<file path="config.mk">
export PLATFORM = sky130hd
export DESIGN_NAME = dht_hash
export DESIGN_NICKNAME = d
export VERILOG_FILES = /design/src/hdl/dht_pkg.sv /design/src/hdl/dht_hash.sv
export SDC_FILE = /design/constraint.sdc
export NUM_CORES = 2
export LEC_CHECK = 0
export ABC_AREA = 0
export BUFFER_PORTS_ARGS = -buffer_cell sky130_fd_sc_hd__buf_2
export CAP_MARGIN = 20
export CORE_MARGIN = 2
export CORE_UTILIZATION = 40
export CTS_BUF_LIST = sky130_fd_sc_hd__clkbuf_4 sky130_fd_sc_hd__clkbuf_8
export DETAILED_ROUTE_END_ITERATION = 8
export REMOVE_ABC_BUFFERS = 1
export SYNTH_ARGS = -nofsm -noshare
export SYNTH_HDL_FRONTEND = slang
export SYNTH_SLANG_ARGS = --single-unit
</file>
<file path="constraint.sdc">
create_clock -name clk -period 7.03 [get_ports clk]
set_input_delay 0.3515 -clock clk [delete_from_list [all_inputs] [get_ports clk]]
set_output_delay 0.3515 -clock clk [all_outputs]
set_load 0.01 [all_outputs]
</file>
<file path="src/hdl/dht_pkg.sv">
package dht_pkg;

  localparam int SLOTS = 1021;

  localparam int KEY_W      = 31;
  localparam int SLOT_OUT_W = 10;
  localparam int COLL_W     = 10;

  localparam int ADDR_W = $clog2(SLOTS);
  localparam int CNT_W  = $clog2(SLOTS + 1);

  // Stored word: occupied flag on top, key below.
  localparam int WORD_W = KEY_W + 1;

  // Reciprocals for key mod SLOTS and key mod (SLOTS - 1). With a shift of
  // KEY_W + clog2(divisor) the estimated quotient is low by at most one.
  localparam int RCP_W  = 32;
  localparam int PROD_W = KEY_W + RCP_W;

  localparam int H_SH = KEY_W + $clog2(SLOTS);
  localparam int S_SH = KEY_W + $clog2(SLOTS - 1);
  localparam logic [RCP_W-1:0] H_RCP = RCP_W'((64'd1 << H_SH) / 64'(SLOTS));
  localparam logic [RCP_W-1:0] S_RCP = RCP_W'((64'd1 << S_SH) / 64'(SLOTS - 1));

  localparam int QDEPTH = 2;
  localparam int QP_W   = $clog2(QDEPTH);
  localparam int QC_W   = $clog2(QDEPTH + 1);

  typedef struct packed {
    logic [KEY_W-1:0]  key;
    logic [ADDR_W-1:0] home;
    logic [ADDR_W-1:0] step;
  } hash_req_t;

endpackage

</file>
<file path="src/hdl/dht_hash.sv">
module dht_hash import dht_pkg::*; (
  input  logic             clk,
  input  logic             rst_n,
  input  logic             clearing_i,
  input  logic             in_valid,
  output logic             in_ready,
  input  logic [KEY_W-1:0] in_key,
  output logic             push_o,
  output hash_req_t        push_data_o,
  input  logic             full_i
);

  localparam logic [1:0] F_IDLE = 2'd0;
  localparam logic [1:0] F_MUL  = 2'd1;
  localparam logic [1:0] F_SUB  = 2'd2;
  localparam logic [1:0] F_FIX  = 2'd3;

  localparam logic [KEY_W-1:0] SLOTS_K    = KEY_W'(SLOTS);
  localparam logic [KEY_W-1:0] SLOTS_M1_K = KEY_W'(SLOTS - 1);

  logic [1:0]       st_r, st_nxt;
  logic [KEY_W-1:0] key_r;
  logic [KEY_W-1:0] hq_r, sq_r;
  logic [KEY_W-1:0] hr_r, sr_r;

  logic [PROD_W-1:0] h_prod, s_prod;
  logic [KEY_W-1:0]  h_back, s_back;
  logic [KEY_W-1:0]  h_rem, s_rem;

  assign h_prod = {{RCP_W{1'b0}}, key_r} * {{KEY_W{1'b0}}, H_RCP};
  assign s_prod = {{RCP_W{1'b0}}, key_r} * {{KEY_W{1'b0}}, S_RCP};
  assign h_back = hq_r * SLOTS_K;
  assign s_back = sq_r * SLOTS_M1_K;

  // Quotient estimate may be one short: fold the remainder once.
  assign h_rem = (hr_r >= SLOTS_K) ? hr_r - SLOTS_K : hr_r;
  assign s_rem = (sr_r >= SLOTS_M1_K) ? sr_r - SLOTS_M1_K : sr_r;

  assign in_ready = (st_r == F_IDLE) && !clearing_i;
  assign push_o   = (st_r == F_FIX);

  assign push_data_o.key  = key_r;
  assign push_data_o.home = ADDR_W'(h_rem);
  assign push_data_o.step = ADDR_W'(s_rem) + ADDR_W'(1);

  always_comb begin
    st_nxt = st_r;
    unique case (st_r)
      F_IDLE: if (in_valid && in_ready) st_nxt = F_MUL;
      F_MUL:  st_nxt = F_SUB;
      F_SUB:  st_nxt = F_FIX;
      F_FIX:  if (!full_i) st_nxt = F_IDLE;
      default: st_nxt = F_IDLE;
    endcase
  end

  always_ff @(posedge clk) begin
    if (!rst_n) begin
      st_r <= F_IDLE;
    end else begin
      st_r <= st_nxt;
    end
  end

  always_ff @(posedge clk) begin
    if (in_valid && in_ready) key_r <= in_key;
    if (st_r == F_MUL) begin
      hq_r <= KEY_W'(h_prod >> H_SH);
      sq_r <= KEY_W'(s_prod >> S_SH);
    end
    if (st_r == F_SUB) begin
      hr_r <= key_r - h_back;
      sr_r <= key_r - s_back;
    end
  end

`ifndef NO_ASSERTIONS
  a_rem_bound: assert property (@(posedge clk) disable iff (!rst_n)
    (st_r == F_FIX) |-> (hr_r < (SLOTS_K << 1)) && (sr_r < (SLOTS_M1_K << 1)))
    else $error("hash remainder needs more than one correction");
`endif

endmodule

</file>
### Yosys cells after proc, flatten, opt, wreduce, memory -nomap -nowiden

Index checks and enable logic that the tools add are counted.

* register bits after elaboration: 139
* output and inout port bits: 53
* logic and storage cells: 32

* $add $sub $neg: 5
* $mul: 4
* order comparisons: 2
* eq/ne operators: 5
* mux-type cells: 5
* reductions and logical operators: 5

Operator list (count)
* $ge A31 B10 Y1 const B: 2
* $mul A31 B31 Y62 const B: 1
* $sub A31 B31 Y31: 2
* $mul A31 B25 Y56 const B: 1
* $mul A22 B10 Y31 const B: 1
* $mul A22 B8 Y29 const B: 1
* $mux W10: 2
* $sub A10 B10 Y10 const B: 2
* $add A10 B1 Y10 const B: 1
* $pmux W2 S4: 1
* $eq A2 B2 Y1 const B: 2
* $mux W2: 2
* $eq A2 B1 Y1 const B: 1
* $logic_and A1 B1 Y1: 2
* $logic_not A2 Y1: 1
* $ne A2 B1 Y1 const B: 1
* $ne A2 B2 Y1 const B: 1
* $reduce_and A2 Y1: 1
* $logic_not A1 Y1: 1

### Longest topological paths before layout

* word-level depth: 5
* depth in mapped cells: 28
* gate-level depth less buffers: 27

### Least setup slack after synthesis

Ideal clock, no wire load.

* path kind: register -> register
* from: register key_r[10]
* to: register hq_r[16], data pin
* setup time: 260 ps
* arrival time: 6182 ps
* slack: 587 ps
* stages on the path, launching flop included: 24
* clock period less this slack: 6443 ps
* cells stage by stage: edfxtp_1 > ha_1 > ha_1 > ha_1 > inv_1 > fa_1 > inv_1 > fa_1 > inv_1 > fa_1 > inv_1 > fa_1 > fa_1 > ha_1 > a211oi_1 > o21ai_0 > a21boi_0 > o211ai_1 > a221o_1 > o2111ai_2 > a21oi_1 > a31oi_1 > mux2i_1 > nand2_1

* word-level cells in the longest chain between the ends: 1

RTL lines
* start: declaration: line dht_hash.sv:22 `logic [KEY_W-1:0] key_r;`
* start signal: assignment: line dht_hash.sv:66 `if (in_valid && in_ready) key_r <= in_key;`
* $mul A31 B31 Y62: line dht_hash.sv:30 `assign h_prod = {{RCP_W{1'b0}}, key_r} * {{KEY_W{1'b0}}, H_RCP};`
* named net h_prod[57]: line dht_hash.sv:26 `logic [PROD_W-1:0] h_prod, s_prod;`
* end signal: assignment: line dht_hash.sv:68 `hq_r <= KEY_W'(h_prod >> H_SH);`
* end: declaration: line dht_hash.sv:23 `logic [KEY_W-1:0] hq_r, sq_r;`

The timed path passes the listed nets, and every way through them passes these cells.
A chain may end at the register's enable or synchronous reset.

### Worst setup path in the final report

* from: register key_r[12]
* to: register hq_r[20], data pin

The elaborated chain is that of the path after synthesis.

==> results.sh <==
export IMPL_cp_data_arrival_time_ns=7.06
export IMPL_antenna_left=0
export IMPL_drv_max_cap_violation_count=0
export IMPL_post_synth_top_area_cell="sky130_fd_sc_hd__fa_1"
export IMPL_detailedRoute_firstPassIterationCount=6
export IMPL_netlist_top_cells_count="sky130_fd_sc_hd__inv_1, sky130_fd_sc_hd__ha_1, sky130_fd_sc_hd__fa_1"
export IMPL_final_cell_area_mm2=0.03422
export IMPL_worstSetupStartpointType="flop"
export IMPL_placeableCoreArea_mm2=0.07721
export IMPL_share_of_flip_flops_with_an_asynchronous_set_or_reset_after_synthesis_pct=0
export IMPL_grt_ovfl_total=0
export IMPL_ctsHtreeMaxLevel=4
export IMPL_die_ht_um=282.9
export IMPL_initial_antenna_violation_count=4
export IMPL_layout_area_seq_mm2=0.004154
export IMPL_yosysUniqueCellTypes=75
export IMPL_ys_seq_elements=139
export IMPL_clock_tree_from_tritoncts="built"
export IMPL_tightestPinTransition_ns=0.8457
export IMPL_timing_hold_worst_class="in -> reg"
export IMPL_clk_root_buffer_cell="sky130_fd_sc_hd__clkbuf_8"
export IMPL_multi_input_comb_area_mm2=0.02356
export IMPL_post_synth_top_count_cell="sky130_fd_sc_hd__inv_1"
export IMPL_finish_net_count=4516
export IMPL_cp_slowest_cell="sky130_fd_sc_hd__fa_1"
export IMPL_synth_warnings=0
export IMPL_finalHoldViolCount=0
export IMPL_synth_edff_count=137
export IMPL_mappedNetlistArea_mm2=0.03111
export IMPL_post_synth_top_area_fraction_pct=28.25
export IMPL_dp_final_hpwl_um=67850
export IMPL_setup_tns_final_ns=0
export IMPL_floorplan_io_pins=89
export IMPL_vias_per_cell=4.877
export IMPL_avgSynthCellArea_um2=9.953
export IMPL_cts_buffers=17
export IMPL_endpoint_type_of_the_worst_setup_path="flop"
export IMPL_grt_pass1_wl_um=122500
export IMPL_routed_wire_length_um=77720
export IMPL_period_share_pct=95.91
export IMPL_largest_cells_by_area_after_synthesis="sky130_fd_sc_hd__fa_1, sky130_fd_sc_hd__ha_1, sky130_fd_sc_hd__edfxtp_1, sky130_fd_sc_hd__inv_1, sky130_fd_sc_hd__xnor2_1"
export IMPL_dpl_cell_area_mm2=0.03334
export IMPL_synthesis_instances=3126
export IMPL_detailedRoute_firstIterationViolations=1059
export IMPL_clkLatencyLatePin_ns=0.58
export IMPL_synth_main_ff_cell="sky130_fd_sc_hd__edfxtp_1"
export IMPL_utilization_pct=44.32
export IMPL_detailroute_via_count=21430
export IMPL_unrepaired_setup_endpoints_after_global_routing="yes"
export IMPL_status="finished clean"
export IMPL_flow_area_growth_from_synthesis_pct=9.977
export IMPL_post_route_cells_drive_above_1_share_pct=7.722
export IMPL_cpMostUsedCell="sky130_fd_sc_hd__fa_1"
export IMPL_clk_pin_slew_worst_paths_ns=0.11
export IMPL_clock_skew_ns=0.02571
export IMPL_starting_density_of_the_core_pct=40.30
export IMPL_final_setup_viols=0
export IMPL_grt_start_max_net_pins=64
export IMPL_wl_per_cell_um=17.68
export IMPL_relSlewSlack_pct=43.62
export IMPL_fmax_ghz=0.1483
export IMPL_grtUsageTotal_pct=20.32
export IMPL_first_global_vias=21760
export IMPL_fillCellCount=7486
export IMPL_cts_num_sinks=139
export IMPL_number_of_rows_in_the_core_area=102
export IMPL_cp_slowest_stage_delay_ns=0.55
export IMPL_crit_path_buf_inv_count=5
export IMPL_final_weighted_congestion_of_routability_driven_global_placement=0.9064
export IMPL_path_max_fanout=5
export IMPL_ys_seq_area_share_pct=13.35
export IMPL_critPathRequiredTime_ns=7.34
export IMPL_critical_path_top_delay_family="adder cells"
export IMPL_max_transition_viols_final=0
export IMPL_route_detailed_drc=0
export IMPL_die_w_um=282.9
export IMPL_cts_max_path_buffers=2
export IMPL_crit_path_cells="ha_1, ha_1, ha_1, inv_1, fa_1, inv_1, fa_1, inv_1, fa_1, inv_1, fa_1, fa_1, ha_1, nand4_1, nor2_1, buf_4, nand4_1, a211oi_4, o2111ai_4, a21o_1, o21ai_2, nand2_1, xnor2_1"
export IMPL_buffer_ports_inserted=88
export IMPL_critPathKind="reg -> reg"
export IMPL_floorplan_die_area_mm2=0.08003
export IMPL_finalCriticalPeriod_ns=6.742
cell families (layout without fill, tap and decap cells):
kind of cell,after synthesis,in the layout,share of synthesized area (%)
fa+ha+maj,1139,1139,56.40
buf+inv,910,1138,11.12
compound gates,435,435,9.221
simple gates,356,356,5.763
xor+xnor,143,143,4.025
flops,139,139,13.35
mux,4,4,0.1287
other cells,0,1,0
worst paths after layout:
check / from / end / slack (ns) / cells past startpoint
worst max-delay path: key_r[12] / hq_r[20] / 0.29 / 23
worst max register to register: key_r[12] / hq_r[20] / 0.29 / 23
worst min-delay path: in_key[25] / key_r[25] / 0.05 / 1
worst min register to register: st_r[1] / st_r[1] / 0.57 / 2
routing by layer:
layer,routed length (um),global-route usage (%),vias to the layer above
met5,0,0,-
met2,36740,33.92,362
met3,2756,2.297,75
met1,36670,28.09,10470
li1,-,-,10530
met4,1551,5.196,0
placed cells by master (no fill, tap or decap), types with 5 or more instances in the layout:
cell	count
sky130_fd_sc_hd__nor2_1	68
sky130_fd_sc_hd__buf_2	88
sky130_fd_sc_hd__xor2_1	52
sky130_fd_sc_hd__ha_1	697
sky130_fd_sc_hd__dlygate4sd3_1	30
sky130_fd_sc_hd__o21a_1	26
sky130_fd_sc_hd__clkbuf_8	17
sky130_fd_sc_hd__nor4_1	12
sky130_fd_sc_hd__fa_1	435
sky130_fd_sc_hd__clkinvlp_4	5
sky130_fd_sc_hd__o2111ai_1	6
sky130_fd_sc_hd__nor2b_1	22
sky130_fd_sc_hd__a31oi_1	16
sky130_fd_sc_hd__edfxtp_1	137
sky130_fd_sc_hd__nand4_1	21
sky130_fd_sc_hd__inv_1	890
sky130_fd_sc_hd__and2_1	13
sky130_fd_sc_hd__a21o_1	73
sky130_fd_sc_hd__o21ai_1	6
sky130_fd_sc_hd__nand3_1	43
sky130_fd_sc_hd__and3_1	18
sky130_fd_sc_hd__nand2_1	84
sky130_fd_sc_hd__a21oi_2	7
sky130_fd_sc_hd__nor3_1	34
sky130_fd_sc_hd__xnor2_1	91
sky130_fd_sc_hd__o21ai_0	64
sky130_fd_sc_hd__a21oi_1	132
sky130_fd_sc_hd__buf_4	94
sky130_fd_sc_hd__inv_6	5
sky130_fd_sc_hd__o21bai_1	21
sky130_fd_sc_hd__nand2b_1	12
sky130_fd_sc_hd__a211oi_1	11
sky130_fd_sc_hd__a221oi_1	5
sky130_fd_sc_hd__o211ai_1	10
repair_timing:
| item | 4_1_cts | 5_1_grt |
|---|---|---|
| endpoints found under the setup margin | 0 | 9 |
| gates resized for setup | 0 | 17 |
| hold endpoints to repair | 31 | 0 |
| setup buffers | 0 | 17 |
| hold buffers | 30 | 0 |
flip-flops by register name (all words and copies together) (netlist names):
name and cells:
hq_r 22, hr_r 31, key_r 31, sq_r 22, sr_r 31, st_r 2
per-stage QoR:
step           worst slack, ns  instances  hold WS [ns]
3_3_place_gp            0.2520       4315        0.5299
4_1_cts                 0.1754       4377       0.02892
3_5_place_dp            0.2036       4315        0.5298
2_1_floorplan           0.5873       3109        0.4504
6_report                0.2878       4395       0.04644
5_1_grt               -0.01963       4395       0.03143
cell type report:
cell class              count  share of cell area (%)
multi-input cells        2077                   68.86
flip-flops and latches    139                   12.14
inverters                 893                   9.796
repair buffers            213                   4.286
well taps                1040                   3.803
clock buffers              18                  0.7057
clock inverters            14                  0.3986
diodes                      1                0.007313
Power is left out: the tool's default activity adds up to more than one toggle a clock period on the data nets, which glitch-free logic cannot reach.
