--- src/hdl/dht_pkg.sv ---
package dht_pkg;

  localparam int SLOTS = 1021;

  localparam int KEY_W      = 31;
  localparam int SLOT_OUT_W = 10;
  localparam int COLL_W     = 10;

  localparam int ADDR_W = $clog2(SLOTS);
  localparam int CNT_W  = $clog2(SLOTS + 1);

  // Stored word: occupied flag on top, key below.
  localparam int WORD_W = KEY_W + 1;

  // Reciprocals for key mod SLOTS and key mod (SLOTS - 1). With a shift of
  // KEY_W + clog2(divisor) the estimated quotient is low by at most one.
  localparam int RCP_W  = 32;
  localparam int PROD_W = KEY_W + RCP_W;

  localparam int H_SH = KEY_W + $clog2(SLOTS);
  localparam int S_SH = KEY_W + $clog2(SLOTS - 1);
  localparam logic [RCP_W-1:0] H_RCP = RCP_W'((64'd1 << H_SH) / 64'(SLOTS));
  localparam logic [RCP_W-1:0] S_RCP = RCP_W'((64'd1 << S_SH) / 64'(SLOTS - 1));

  localparam int QDEPTH = 2;
  localparam int QP_W   = $clog2(QDEPTH);
  localparam int QC_W   = $clog2(QDEPTH + 1);

  typedef struct packed {
    logic [KEY_W-1:0]  key;
    logic [ADDR_W-1:0] home;
    logic [ADDR_W-1:0] step;
  } hash_req_t;

endpackage

--- src/hdl/dht_queue.sv ---
module dht_queue import dht_pkg::*; (
  input  logic      clk,
  input  logic      rst_n,
  input  logic      push_i,
  input  hash_req_t push_data_i,
  output logic      full_o,
  input  logic      pop_i,
  output hash_req_t pop_data_o,
  output logic      empty_o
);

  hash_req_t        ent_r [QDEPTH];
  logic [QP_W-1:0]  wr_ptr_r, rd_ptr_r;
  logic [QC_W-1:0]  cnt_r;
  logic             do_push, do_pop;

  assign full_o     = (cnt_r == QC_W'(QDEPTH));
  assign empty_o    = (cnt_r == '0);
  assign do_push    = push_i && !full_o;
  assign do_pop     = pop_i && !empty_o;
  assign pop_data_o = ent_r[rd_ptr_r];

  always_ff @(posedge clk) begin
    if (!rst_n) begin
      wr_ptr_r <= '0;
      rd_ptr_r <= '0;
      cnt_r    <= '0;
    end else begin
      if (do_push) begin
        wr_ptr_r <= (wr_ptr_r == QP_W'(QDEPTH - 1)) ? '0 : wr_ptr_r + QP_W'(1);
      end
      if (do_pop) begin
        rd_ptr_r <= (rd_ptr_r == QP_W'(QDEPTH - 1)) ? '0 : rd_ptr_r + QP_W'(1);
      end
      if (do_push && !do_pop) cnt_r <= cnt_r + QC_W'(1);
      else if (do_pop && !do_push) cnt_r <= cnt_r - QC_W'(1);
    end
  end

  always_ff @(posedge clk) begin
    if (do_push) ent_r[wr_ptr_r] <= push_data_i;
  end

`ifndef NO_ASSERTIONS
  a_ptr_cnt: assert property (@(posedge clk) disable iff (!rst_n)
    ((cnt_r == '0) || (cnt_r == QC_W'(QDEPTH))) |-> (wr_ptr_r == rd_ptr_r))
    else $error("queue pointers disagree with fill count");
`endif

endmodule

--- config.mk ---
export PLATFORM = sky130hd
export DESIGN_NAME = dht_queue
export DESIGN_NICKNAME = d
export VERILOG_FILES = /design/src/hdl/dht_pkg.sv /design/src/hdl/dht_queue.sv
export SDC_FILE = /design/constraint.sdc
export NUM_CORES = 1
export LEC_CHECK = 0
export BUFFER_PORTS_ARGS = -buffer_cell sky130_fd_sc_hd__buf_2
export CAP_MARGIN = 40
export CORE_MARGIN = 1.5
export CORE_UTILIZATION = 35
export CTS_BUF_LIST = sky130_fd_sc_hd__clkbuf_8
export DETAILED_ROUTE_END_ITERATION = 7
export GPL_TIMING_DRIVEN = 0
export PLACE_DENSITY = 0.69
export SETUP_SLACK_MARGIN = 0.5
export SKIP_CTS_REPAIR_TIMING = 1
export SLEW_MARGIN = 20
export SYNTH_ARGS = -nofsm -noshare
export SYNTH_HDL_FRONTEND = slang
export SYNTH_SLANG_ARGS = --single-unit
--- constraint.sdc ---
create_clock -name clk -period 5.17 [get_ports clk]
set_input_delay 0.517 -clock clk [delete_from_list [all_inputs] [get_ports clk]]
set_output_delay 0.517 -clock clk [all_outputs]
set_load 0.1 [all_outputs]
==> Word-level counts from Yosys, hierarchy flattened <==
Memory sizes are Yosys's and may differ from the RTL's. A register that Yosys moved wholly into a read port is not among the register bits.
Index checks and enable logic that the tools add are counted.
{ "word_totals": {"regBits": 4, "ram_bits": 102, "input_bits": 55, "output_inout_bits": 53, "memories": 1} }
{ "memory_table": {"columns": ["memory", "words", "word_bits", "read_ports", "rd_clocked_by_memory_dff", "wr", "line_no", "rtl"], "rows": [
  ["ent_r", 2, 51, 1, 1, 1, "dht_queue.sv:12", "hash_req_t ent_r [QDEPTH];"]
]} }
{ "op_classes": {"n_addsub": 4, "eq_ne": 1, "n_mux": 8, "n_reduce_logical": 10} }
{ "op_table": {"columns": ["cell", "count"], "rows": [
  ["$mux W1", 6],
  ["$logic_and A1 B1 Y1", 4],
  ["$logic_not A1 Y1", 4],
  ["$mux W2", 2],
  ["$add A1 B1 Y1 const B", 2],
  ["$add A2 B1 Y2 const B", 1],
  ["$eq A2 B2 Y1 const B", 1],
  ["$logic_not A2 Y1", 1],
  ["$reduce_bool A2 Y1", 1],
  ["$sub A2 B1 Y2 const B", 1]
]} }

==> Logic depth before layout (Yosys ltp) <==
Gate-level depths: netlist (run 1).
{ "depth": {"ltp_word": 7, "ltp_mapped": 7} }

==> Worst setup path before layout (run 1) <==
No wires, ideal clock.
{ "synth_timing": {"path_type": "reg-to-reg", "startpoint": "register cnt_r[0]", "endpoint": "memory ent_r[0][0] (netlist name), enable pin", "setup_time_ns": 0.452, "arrival_time_ns": 2.819, "slack_ns": 1.898, "path_stages_with_launch": 4, "path_buffers": 0, "synth_period_minus_slack_ns": 3.272, "cell_sequence": "dfxtp_1 > nand2b_1 > inv_2 > nor3_2"} }
{ "synth_via": {"elab_chain_cells": 5} }
{ "synth_lines": {"columns": ["element", "line_no", "rtl"], "rows": [
  ["from (decl)", "dht_queue.sv:14", "logic [QC_W-1:0] cnt_r;"],
  ["from (signal assigned)", "dht_queue.sv:35", "if (do_push && !do_pop) cnt_r <= cnt_r + QC_W'(1);"],
  ["from (signal assigned)", "dht_queue.sv:36", "else if (do_pop && !do_push) cnt_r <= cnt_r - QC_W'(1);"],
  ["$eq A2 B2 Y1", "dht_queue.sv:17", "assign full_o = (cnt_r == QC_W'(QDEPTH));"],
  ["named net full_o", "dht_queue.sv:6", "output logic full_o,"],
  ["$logic_not A1 Y1", "dht_queue.sv:19", "assign do_push = push_i && !full_o;"],
  ["$logic_and A1 B1 Y1", "dht_queue.sv:19", null],
  ["$mux W1", "dht_queue.sv:41", "if (do_push) ent_r[wr_ptr_r] <= push_data_i;"],
  ["$mux W1 (implied by the code)", "dht_queue.sv:41", null],
  ["to (decl)", "dht_queue.sv:12", null]
]} }
The timed path passes the listed nets, and every way through them passes these cells.

==> metrics.txt, run 1 <==
status=finished clean; r2r endpoint=ent_r[0][35]; RSZ-0062 raised after global routing=false; n_diodes=0; r2r setup slk=3.43 ns; Skew-Pair Late Insertion Delay=0.34 ns; share of cells above drive strength 1=roughly three fifths; port buffer count=107; YS warnings=0; DR WL/cell=14.8 µm; Seq/Total Area, Yosys=between 80% and 90%; Crit. End Element=output pin; I/O pin count=108; gate count after technology mapping=184; GR Util All Layers=11.7%; Clock Path Buffers=2; synthesized flop and latch total=107; first-pass GRT wire length=10100 µm; Nets=362; Post-Place Cells=435; hold path cells=1; final max-slew violation count=0; Filler cells=981; max_cap viols=0; main combinational cell family by area after synthesis=multiplexers; HP Class=in2reg; clock root buffer=clkbuf_8; final setup fails=0; Overflow after GRT=0; setup TNS=0 ns; CTS Sinks=107; CP Launch Type=flip-flop; crit path max fanout=10; initial antenna violation count=0; TritonCTS Buffers=9; largest net degree at the start of global routing=35; # DRC=0; launch point of the worst hold path=push_data_i[32]; clk slew on worst S/H paths=0.09 ns; Post-Synth Adder-Cell Area=less than 1%; DP Wirelength=4660 µm; Die ar.=11800 µm²; Post-Synth XOR/XNOR Area=less than 1%; Worst Tran Pin Value=0.598 ns; Post-DP Area=4680 µm²; Final Instance Area=4830 µm²; 1st-iter DRT viols=71; H-Tree Depth=3; final hold viol count=0; FMAX=437 MHz; 1st-pass router iterations=4; worst reg2reg path depth=4; area added between synthesis and finish=23.9%; part of the cycle the worst path needs=about 44%; post-synthesis mux area share=about 15%; Vias/cell=4.51; WS Path Type=reg2out; FP Rows=38; vias in the first global route=2060; WL final=about 6700 µm; Core Box Area=roughly 11000 µm²; Initial Util=36.0%; syn nets=240; Syn Area/Cell=21.2 µm²; register area=3160 µm²; Die Y=109 µm; Slew HR=60.0%; Req. time, crit path=4.65 ns; Final Critical Period=between 2 and 2.5 ns; Clock Skews=0.00516 ns; Multi-input gate area=between 700 and 800 µm²; Non-Filler Instances=449; hold path endpoint=ent_r[1][32]; r2r startpoint=cnt_r[0]; routability cong.=between 0.6 and 0.7; Data arrival, critical path=1.77 ns; Simple-Gate Fraction of Synth Area=1.41%; Antenna Nets Post-Route=0; Die Wd=109 µm; post-synthesis instance area=3900 µm²; via count=2025; post-synthesis compound-gate area fraction=less than 1%; CTS tree=yes; post-synth cell types=20
==> worst max-delay path, stage by stage, from the launching register on <==
cell,delay (ns)
dfxtp_1,0.31
buf_2,0.16
buf_2,0.28
mux2_2,0.37
buf_2,0.30
==> worst max-delay path by stage <==
stage | startpoint | endpoint | slack (ns) | depth (start not counted)
global placement | push_i | ent_r[0][39] | 0.77 | 3
CTS | flip-flop | pop_data_o[16] | 2.81 | 4
floorplan | cnt_r[0] | ent_r[0][0] | 1.90 | 3
detailed placement | flip-flop | pop_data_o[16] | 3.22 | 4
global route | flip-flop | pop_data_o[16] | 2.74 | 4
finish | flip-flop | pop_data_o[16] | 2.88 | 4
==> layer usage <==
layer | part of all wire [%] | track usage [%] | up-vias | wire, µm
li1 | - | - | 957 | -
met1 | 44 | 14.2 | 1005 | 2910
met2 | 50 | 19.0 | 58 | 3320
met3 | 5.5 | 3.80 | 5 | 364
met4 | 0.81 | 5.08 | 0 | 54
met5 | 0 | 0 | - | 0
==> layout make-up <==
type | instances | share of cell area, %
Inverter | 2 | 0.155
Buffer | 6 | 0.621
Timing Repair Buffer | 111 | 12.3
Tap cell | 140 | 3.62
Sequential cell | 107 | 65.4
Clock inverter | 5 | 0.518
Clock buffer | 9 | 2.56
Multi-Input combinational cell | 69 | 14.7
==> per-stage QoR <==
| step | util [%] | setup WS, ns | hold WS [ns] |
|---|---|---|---|
| 2_1_floorplan | - | 1.90 | 0.483 |
| 3_3_place_gp | 42.5 | 0.775 | 0.497 |
| 3_5_place_dp | 43.2 | 3.22 | 0.511 |
| 4_1_cts | 44.6 | 2.81 | 0.321 |
| 5_1_grt | 44.6 | 2.74 | 0.318 |
| 6_report | 44.6 | 2.88 | 0.351 |
==> placed cells by master (no fill, tap or decap), types with 2 or more instances in the layout <==
cell,n
and2_1,3
clkinv_2,2
nor2_1,2
buf_2,113
xnor2_1,2
edfxtp_1,102
inv_1,3
clkbuf_8,9
dfxtp_1,5
buf_8,2
mux2_2,51
==> cell usage after synthesis, drive strengths merged <==
cell    number  area, µm²
edfxtp     102       3060
mux2        51        574
buf          6       30.0
dfxtp        5        100
and2         3       18.8
a21boi       2       15.0
inv          2       7.50
nor2         2       7.51
o21ai        2       10.0
xnor2        2       17.5
and3         1       6.26
ha           1       12.5
nand2b       1       6.26
nor3         1       10.0
o21a         1       7.51
or3          1       6.26
xor2         1       8.76
==> registers in the layout, indices dropped and copies added, names as in the netlist, named ones only <==
| signal | cells |
|---|---|
| cnt_r | 2 |
| rd_ptr_r | 1 |
| wr_ptr_r | 1 |
| ent_r | 102 |
==> cell families (layout without fill, tap and decap cells) <==
family | count (synthesis) | in the layout
flops | 107 | 107
mux | 51 | 51
simple gates | 9 | 9
buf+inv | 8 | 133
compound gates | 5 | 5
xor+xnor | 3 | 3
fa+ha+maj | 1 | 1
Power of run 1 is left out: the tool's default activity adds up to more than one toggle a clock period on the data nets, which glitch-free logic cannot reach.
==> inputs of run 2 (changes only) <==
PLACE_DENSITY = 0.71   (was 0.69)
clock period = 1.9 ns   (was 5.17 ns; I/O delays follow)
==> run 2 against run 1 <==
Cell area rose by 28%; register-to-register slack worse by 3.0 ns; die area did not move; critical path depth did not move; global-route usage grew 0.085 points; wire length up 25%; critical endpoint is now pop_data_o[38].
==> metrics.txt, run 2 (synthesized netlist as in run 1, its figures left out) <==
Vias/cell=4.57 (was 4.51); Pleak=around 2.3 nW; final setup fails=0 (unchanged); Overflow after GRT=0 (unchanged); Die Wd=109 µm (unchanged); Core Box Area=10800 µm² (unchanged); largest net degree at the start of global routing=52 (was 35); WL met2=4480 µm (was 3320 µm); Hold Slack=0.0202 ns (was 0.351 ns); Clock Path Buffers=2 (unchanged); share of cells above drive strength 1=56.3% (was 59.2%); HP Class=in2reg (unchanged); Die Y=109 µm (unchanged); worst vdd ir=1420 µV; Initial Util=36.0% (unchanged); WS Path Type=reg2out (unchanged); wl on met1=3280 µm (was 2910 µm); DP Wirelength=4500 µm (was 4660 µm); Crit. End Element=output pin (unchanged); CP Launch Type=flip-flop (unchanged); GR Util All Layers=11.8% (was 11.7%); I/O pin count=108 (unchanged); r2r startpoint=cnt_r[0] (unchanged); largest register by flop count=ent_r (unchanged); final hold viol count=0 (unchanged); # DRC=0 (unchanged); initial antenna violation count=0 (unchanged); PD cells=1630 nW/µm²; met3 routed WL=416 µm (was 364 µm); Highest Signal Layer=met4 (unchanged); 1st-iter DRT viols=54 (was 71); Antenna Nets Post-Route=0 (unchanged); crit path cell chain=buf_12 -> buf_12 -> mux2_2 -> buf_6 (was buf_2 -> buf_2 -> mux2_2 -> buf_2); setup TNS=0 ns (unchanged); area added between synthesis and finish=58.1% (was 23.9%); r2r endpoint=cnt_r[1] (was ent_r[0][35]); Data arrival, critical path=1.55 ns (was 1.77 ns); number of flip-flops in the largest register=102 (unchanged); first-pass GRT wire length=10100 µm (about the same); Die ar.=11800 µm² (unchanged); via count=2333 (was 2025); Skew-Pair Late Insertion Delay=0.36 ns (was 0.34 ns); commonest cells after routing, fill and taps aside=102 x edfxtp_1, 54 x buf_2, 46 x dlygate4sd3_1 (was 113 x buf_2, 102 x edfxtp_1, 51 x mux2_2); highest cell delay on the worst timing path=0.35 ns (was 0.37 ns); vias in the first global route=2077 (was 2060); status=finished clean (unchanged); crit path max fanout=10 (unchanged); H-Tree Depth=3 (unchanged); WL final=8340 µm (was 6650 µm); Req. time, crit path=1.71 ns (was 4.65 ns); routability cong.=0.654 (was 0.681); 1st-pass router iterations=4 (unchanged); DR WL/cell=16.3 µm (was 14.8 µm); part of the cycle the worst path needs=between 90 and 100%; Filler cells=829 (was 981); launch point of the worst hold path=push_data_i[0] (was push_data_i[32]); final max-slew violation count=0 (unchanged); max_cap viols=0 (unchanged); most common cell after layout, fill and taps aside=edfxtp_1 (was buf_2); CTS Sinks=107 (unchanged); RSZ-0062 raised after global routing=true (was false); Most common cell on crit path=buf_12 (was buf_2); Nets=423 (was 362); FP Rows=38 (unchanged); Largest regs=ent_r x102, cnt_r x2 (unchanged); Worst Tran Pin Value=0.383 ns (was 0.598 ns); Slew HR=74.4% (was 60.0%); Final Critical Period=1.74 ns; clk slew on worst S/H paths=0.10 ns (was 0.09 ns); Clock Skews=0.00587 ns (was 0.00516 ns); clock root buffer=clkbuf_8 (unchanged); TritonCTS Buffers=9 (unchanged); CTS tree=yes (unchanged); FMAX=575 MHz; r2r setup slk=0.44 ns (was 3.43 ns); hold path cells=1 (unchanged); worst reg2reg path depth=6 (was 4); n_diodes=0 (unchanged); port buffer count=107 (unchanged); hold path endpoint=ent_r[0][0] (was ent_r[1][32]); Crit-path slowest cell=dfxtp_2 (was mux2_2)
run 2: cell types whose count changed in the layout (fill, tap and decap cells not counted), sizes merged:
cell | previous run | this run
buf | 117 | 128
clkinvlp | 1 | 4
inv | 4 | 2
clkbuf | 9 | 10
and3 | 1 | 4
dlygate4sd3 | 0 | 46
run 2: final cells by class:
class	count	area (µm²)	share of cell area (%)
timing repair buffer	169	1690	27.3
tap	140	175	2.84
clock inverter	6	43.8	0.710
multi-input combinational	72	838	13.6
clock buffer	9	124	2.01
sequential	107	3170	51.4
buffer	6	115	1.87
inverter	2	15.0	0.243
run 2: power breakdown:
group | switching [mW] | internal (mW) | total (mW)
logic | 3.75 | 2.02 | 5.77
clock network | 0.744 | 0.469 | 1.21
registers | 0.110 | 2.97 | 3.08
total | 4.61 | 5.46 | 10.1
run 2: worst max-delay path, delay by kind of cell, from the launching register on:
kind / cells / cell delay, ns
buffers and inverters: 3 / 0.49
multiplexers: 1 / 0.35
flip-flops: 1 / 0.35
run 2: worst max-delay path by stage:
stage          slack, ns             end  cells past startpoint
2_1_floorplan      -0.42     ent_r[0][0]                      3
3_3_place_gp       -1.04    ent_r[0][42]                      3
3_5_place_dp       0.003    ent_r[0][42]                      5
4_1_cts            -0.18  pop_data_o[12]                      4
5_1_grt              0.1   pop_data_o[8]                      4
6_report            0.16  pop_data_o[38]                      4
run 2: through the flow:
stage | instance area [µm²] | util, % | setup WS [ns] | power (mW) | std cells
after floorplan | 3930 | - | -0.418 | 6.75 | 184
after global placement | 4640 | 42.8 | -1.04 | 7.33 | 431
after detailed placement | 4680 | 43.2 | 0.00341 | 7.41 | 434
after CTS | 4850 | 44.8 | -0.180 | 8.63 | 449
after global routing | 6170 | 56.9 | 0.0972 | 10.4 | 511
final | 6170 | 56.9 | 0.162 | 10.1 | 511
run 2: routing by layer:
metal,GRT usage (%),vias to the layer above
li1,-,1087
met1,13.5,1159
met2,19.9,74
met3,4.04,13
met4,5.08,0
met5,0,-
Power figures use the tool's default switching activity.
==> inputs of run 3 (changes only) <==
--- a/constraint.sdc
+++ b/constraint.sdc
@@ -3,2 +3,2 @@
 set_output_delay 0.19 -clock clk [all_outputs]
-set_load 0.1 [all_outputs]
+set_load 0.02 [all_outputs]
==> run 3 against run 2 <==
Global-route usage is 0.39 points lower; non-clock buffer count grew 5; total power down 28%; via count shrank 0.21%; cell area is 4.4% lower; largest cell class unchanged; worst setup slack gained 0.034 ns; critical path type unchanged; maximum frequency grew 2.0%; worst hold slack better by 0.010 ns.
==> metrics.txt, run 3 (synthesized netlist as in run 1, its figures left out) <==
routability cong.=0.687 (was 0.654); WS Path Type=reg2out (unchanged); Req. time, crit path=1.71 ns (about the same); Skew-Pair Late Insertion Delay=0.36 ns (about the same); Crit. End Element=output pin (unchanged); Pleak=2.27 nW (was 2.34 nW); Die Wd=109 µm (unchanged); Clock Path Buffers=2 (unchanged); Largest regs=ent_r x102, cnt_r x2 (unchanged); met2 Use GR=19.7% (was 19.9%); largest net degree at the start of global routing=52 (unchanged); Die Y=109 µm (unchanged); Final Critical Period=1.70 ns (was 1.74 ns); max_cap viols=0 (unchanged); CTS Sinks=107 (unchanged); I/O pin count=108 (unchanged); highest cell delay on the worst timing path=0.35 ns (about the same); Data arrival, critical path=1.51 ns (was 1.55 ns); Initial Util=36.0% (unchanged); Nets=428 (was 423); delay-heaviest family, CP=buffers and inverters (unchanged); share of cells above drive strength 1=56.6% (was 56.3%); grt met3 use=3.13% (was 4.04%); commonest cells after routing, fill and taps aside=102 x edfxtp_1, 85 x buf_2, 46 x dlygate4sd3_1 (was 102 x edfxtp_1, 54 x buf_2, 46 x dlygate4sd3_1); crit path max fanout=10 (unchanged); final setup fails=0 (unchanged); Core Box Area=10800 µm² (unchanged); CP Launch Type=flip-flop (unchanged); part of the cycle the worst path needs=89.7% (was 91.5%); Hold Slack=0.0302 ns (was 0.0202 ns); area added between synthesis and finish=51.3% (was 58.1%); TritonCTS Buffers=9 (unchanged); worst vdd ir=804 µV (was 1420 µV); crit path cell chain=buf_12 -> buf_12 -> mux2_2 -> buf_2 (was buf_12 -> buf_12 -> mux2_2 -> buf_6); n_diodes=0 (unchanged); power after layout=7.29 mW (was 10.1 mW); clock root buffer=clkbuf_8 (unchanged); # DRC=0 (unchanged); Util after Layout=54.4% (was 56.9%); initial antenna violation count=0 (unchanged); largest register by flop count=ent_r (unchanged); layer with the highest usage=met2 (unchanged); setup TNS=0 ns (unchanged); number of flip-flops in the largest register=102 (unchanged); vias in the first global route=2039 (was 2077); H-Tree Depth=3 (unchanged); Vias/cell=4.51 (was 4.57); Slew HR=73.7% (was 74.4%); Worst Tran Pin Value=0.394 ns (was 0.383 ns); PD cells=1240 nW/µm² (was 1630 nW/µm²); port buffer count=107 (unchanged); first-pass GRT wire length=9820 µm (was 10100 µm); CTS tree=yes (unchanged); status=finished clean (unchanged); Most common cell on crit path=buf_12 (unchanged); Crit-path slowest cell=dfxtp_2 (unchanged); clk slew on worst S/H paths=0.10 ns (about the same); final max-slew violation count=0 (unchanged); 1st-iter DRT viols=64 (was 54); final hold viol count=0 (unchanged); DP Wirelength=4370 µm (was 4500 µm); RSZ-0062 raised after global routing=true (unchanged); via count=2328 (was 2333); WL final=8430 µm (was 8340 µm); FP Rows=38 (unchanged); most common cell after layout, fill and taps aside=edfxtp_1 (unchanged); Overflow after GRT=0 (unchanged); DR WL/cell=16.3 µm (about the same); HP Class=in2reg (unchanged); FMAX=587 MHz (was 575 MHz); Antenna Nets Post-Route=0 (unchanged); grt met1 use=13.0% (was 13.5%); 1st-pass router iterations=4 (unchanged); Die ar.=11800 µm² (unchanged); Clock Skews=0.0142 ns (was 0.00587 ns); CP bufs+invs=3 (unchanged); GR Util All Layers=11.4% (was 11.8%)
-- run 3: cell count changes in the layout (fill, tap and decap cells not counted), sizes merged --
| cell | change |
|---|---|
| buf | +2 |
| clkbuf | +3 |
| clkinvlp | -3 |
| inv | +3 |
-- run 3: layout make-up --
| type | instances | area [µm²] |
|---|---|---|
| buffer | 6 | 105 |
| clock buffer | 9 | 124 |
| clock inverter | 6 | 48.8 |
| fill | 853 | 4940 |
| inverter | 2 | 10.0 |
| multi-input combinational | 72 | 863 |
| sequential | 107 | 3170 |
| tap | 140 | 175 |
| timing repair buffer | 174 | 1410 |
-- run 3: worst paths after layout --
| kind | slack [ns] | depth (start not counted) | to | start |
|---|---|---|---|---|
| setup / recovery | 0.20 | 4 | pop_data_o[14] | flip-flop |
| hold / removal | 0.03 | 1 | ent_r[1][41] | push_data_i[41] |
| setup reg to reg | 0.44 | 7 | cnt_r[1] | cnt_r[0] |
| hold reg to reg | 0.55 | 2 | cnt_r[1] | cnt_r[1] |
-- run 3: worst register-to-register path, delay by kind of cell, from the launching register on --
family | cells | cell delay (ns)
AND/OR/NAND/NOR | 3 | 0.51
flip-flops | 1 | 0.38
adder cells (fa/ha/maj) | 1 | 0.15
XOR/XNOR | 1 | 0.14
AO/OA/AOI/OAI | 1 | 0.12
buffers and inverters | 1 | 0.09
-- run 3: through the flow --
| step | setup slack [ns] | instances | cell area [µm²] |
|---|---|---|---|
| final | 0.195 | 516 | 5900 |
| after global routing | 0.112 | 516 | 5900 |
| after CTS | -0.0462 | 449 | 4850 |
| after detailed placement | -0.0289 | 434 | 4680 |
| after global placement | -1.01 | 431 | 4630 |
| after floorplan | -0.355 | 184 | 3920 |
-- run 3: power breakdown --
part	switching [mW]	internal, mW
registers	0.118	2.97
clock network	0.769	0.487
logic	1.38	1.57
-- run 3: layer usage --
metal	vias to the layer above	wire length, µm
met5	-	0
met4	0	99
met3	10	334
met2	70	4510
met1	1153	3490
li1	1095	-
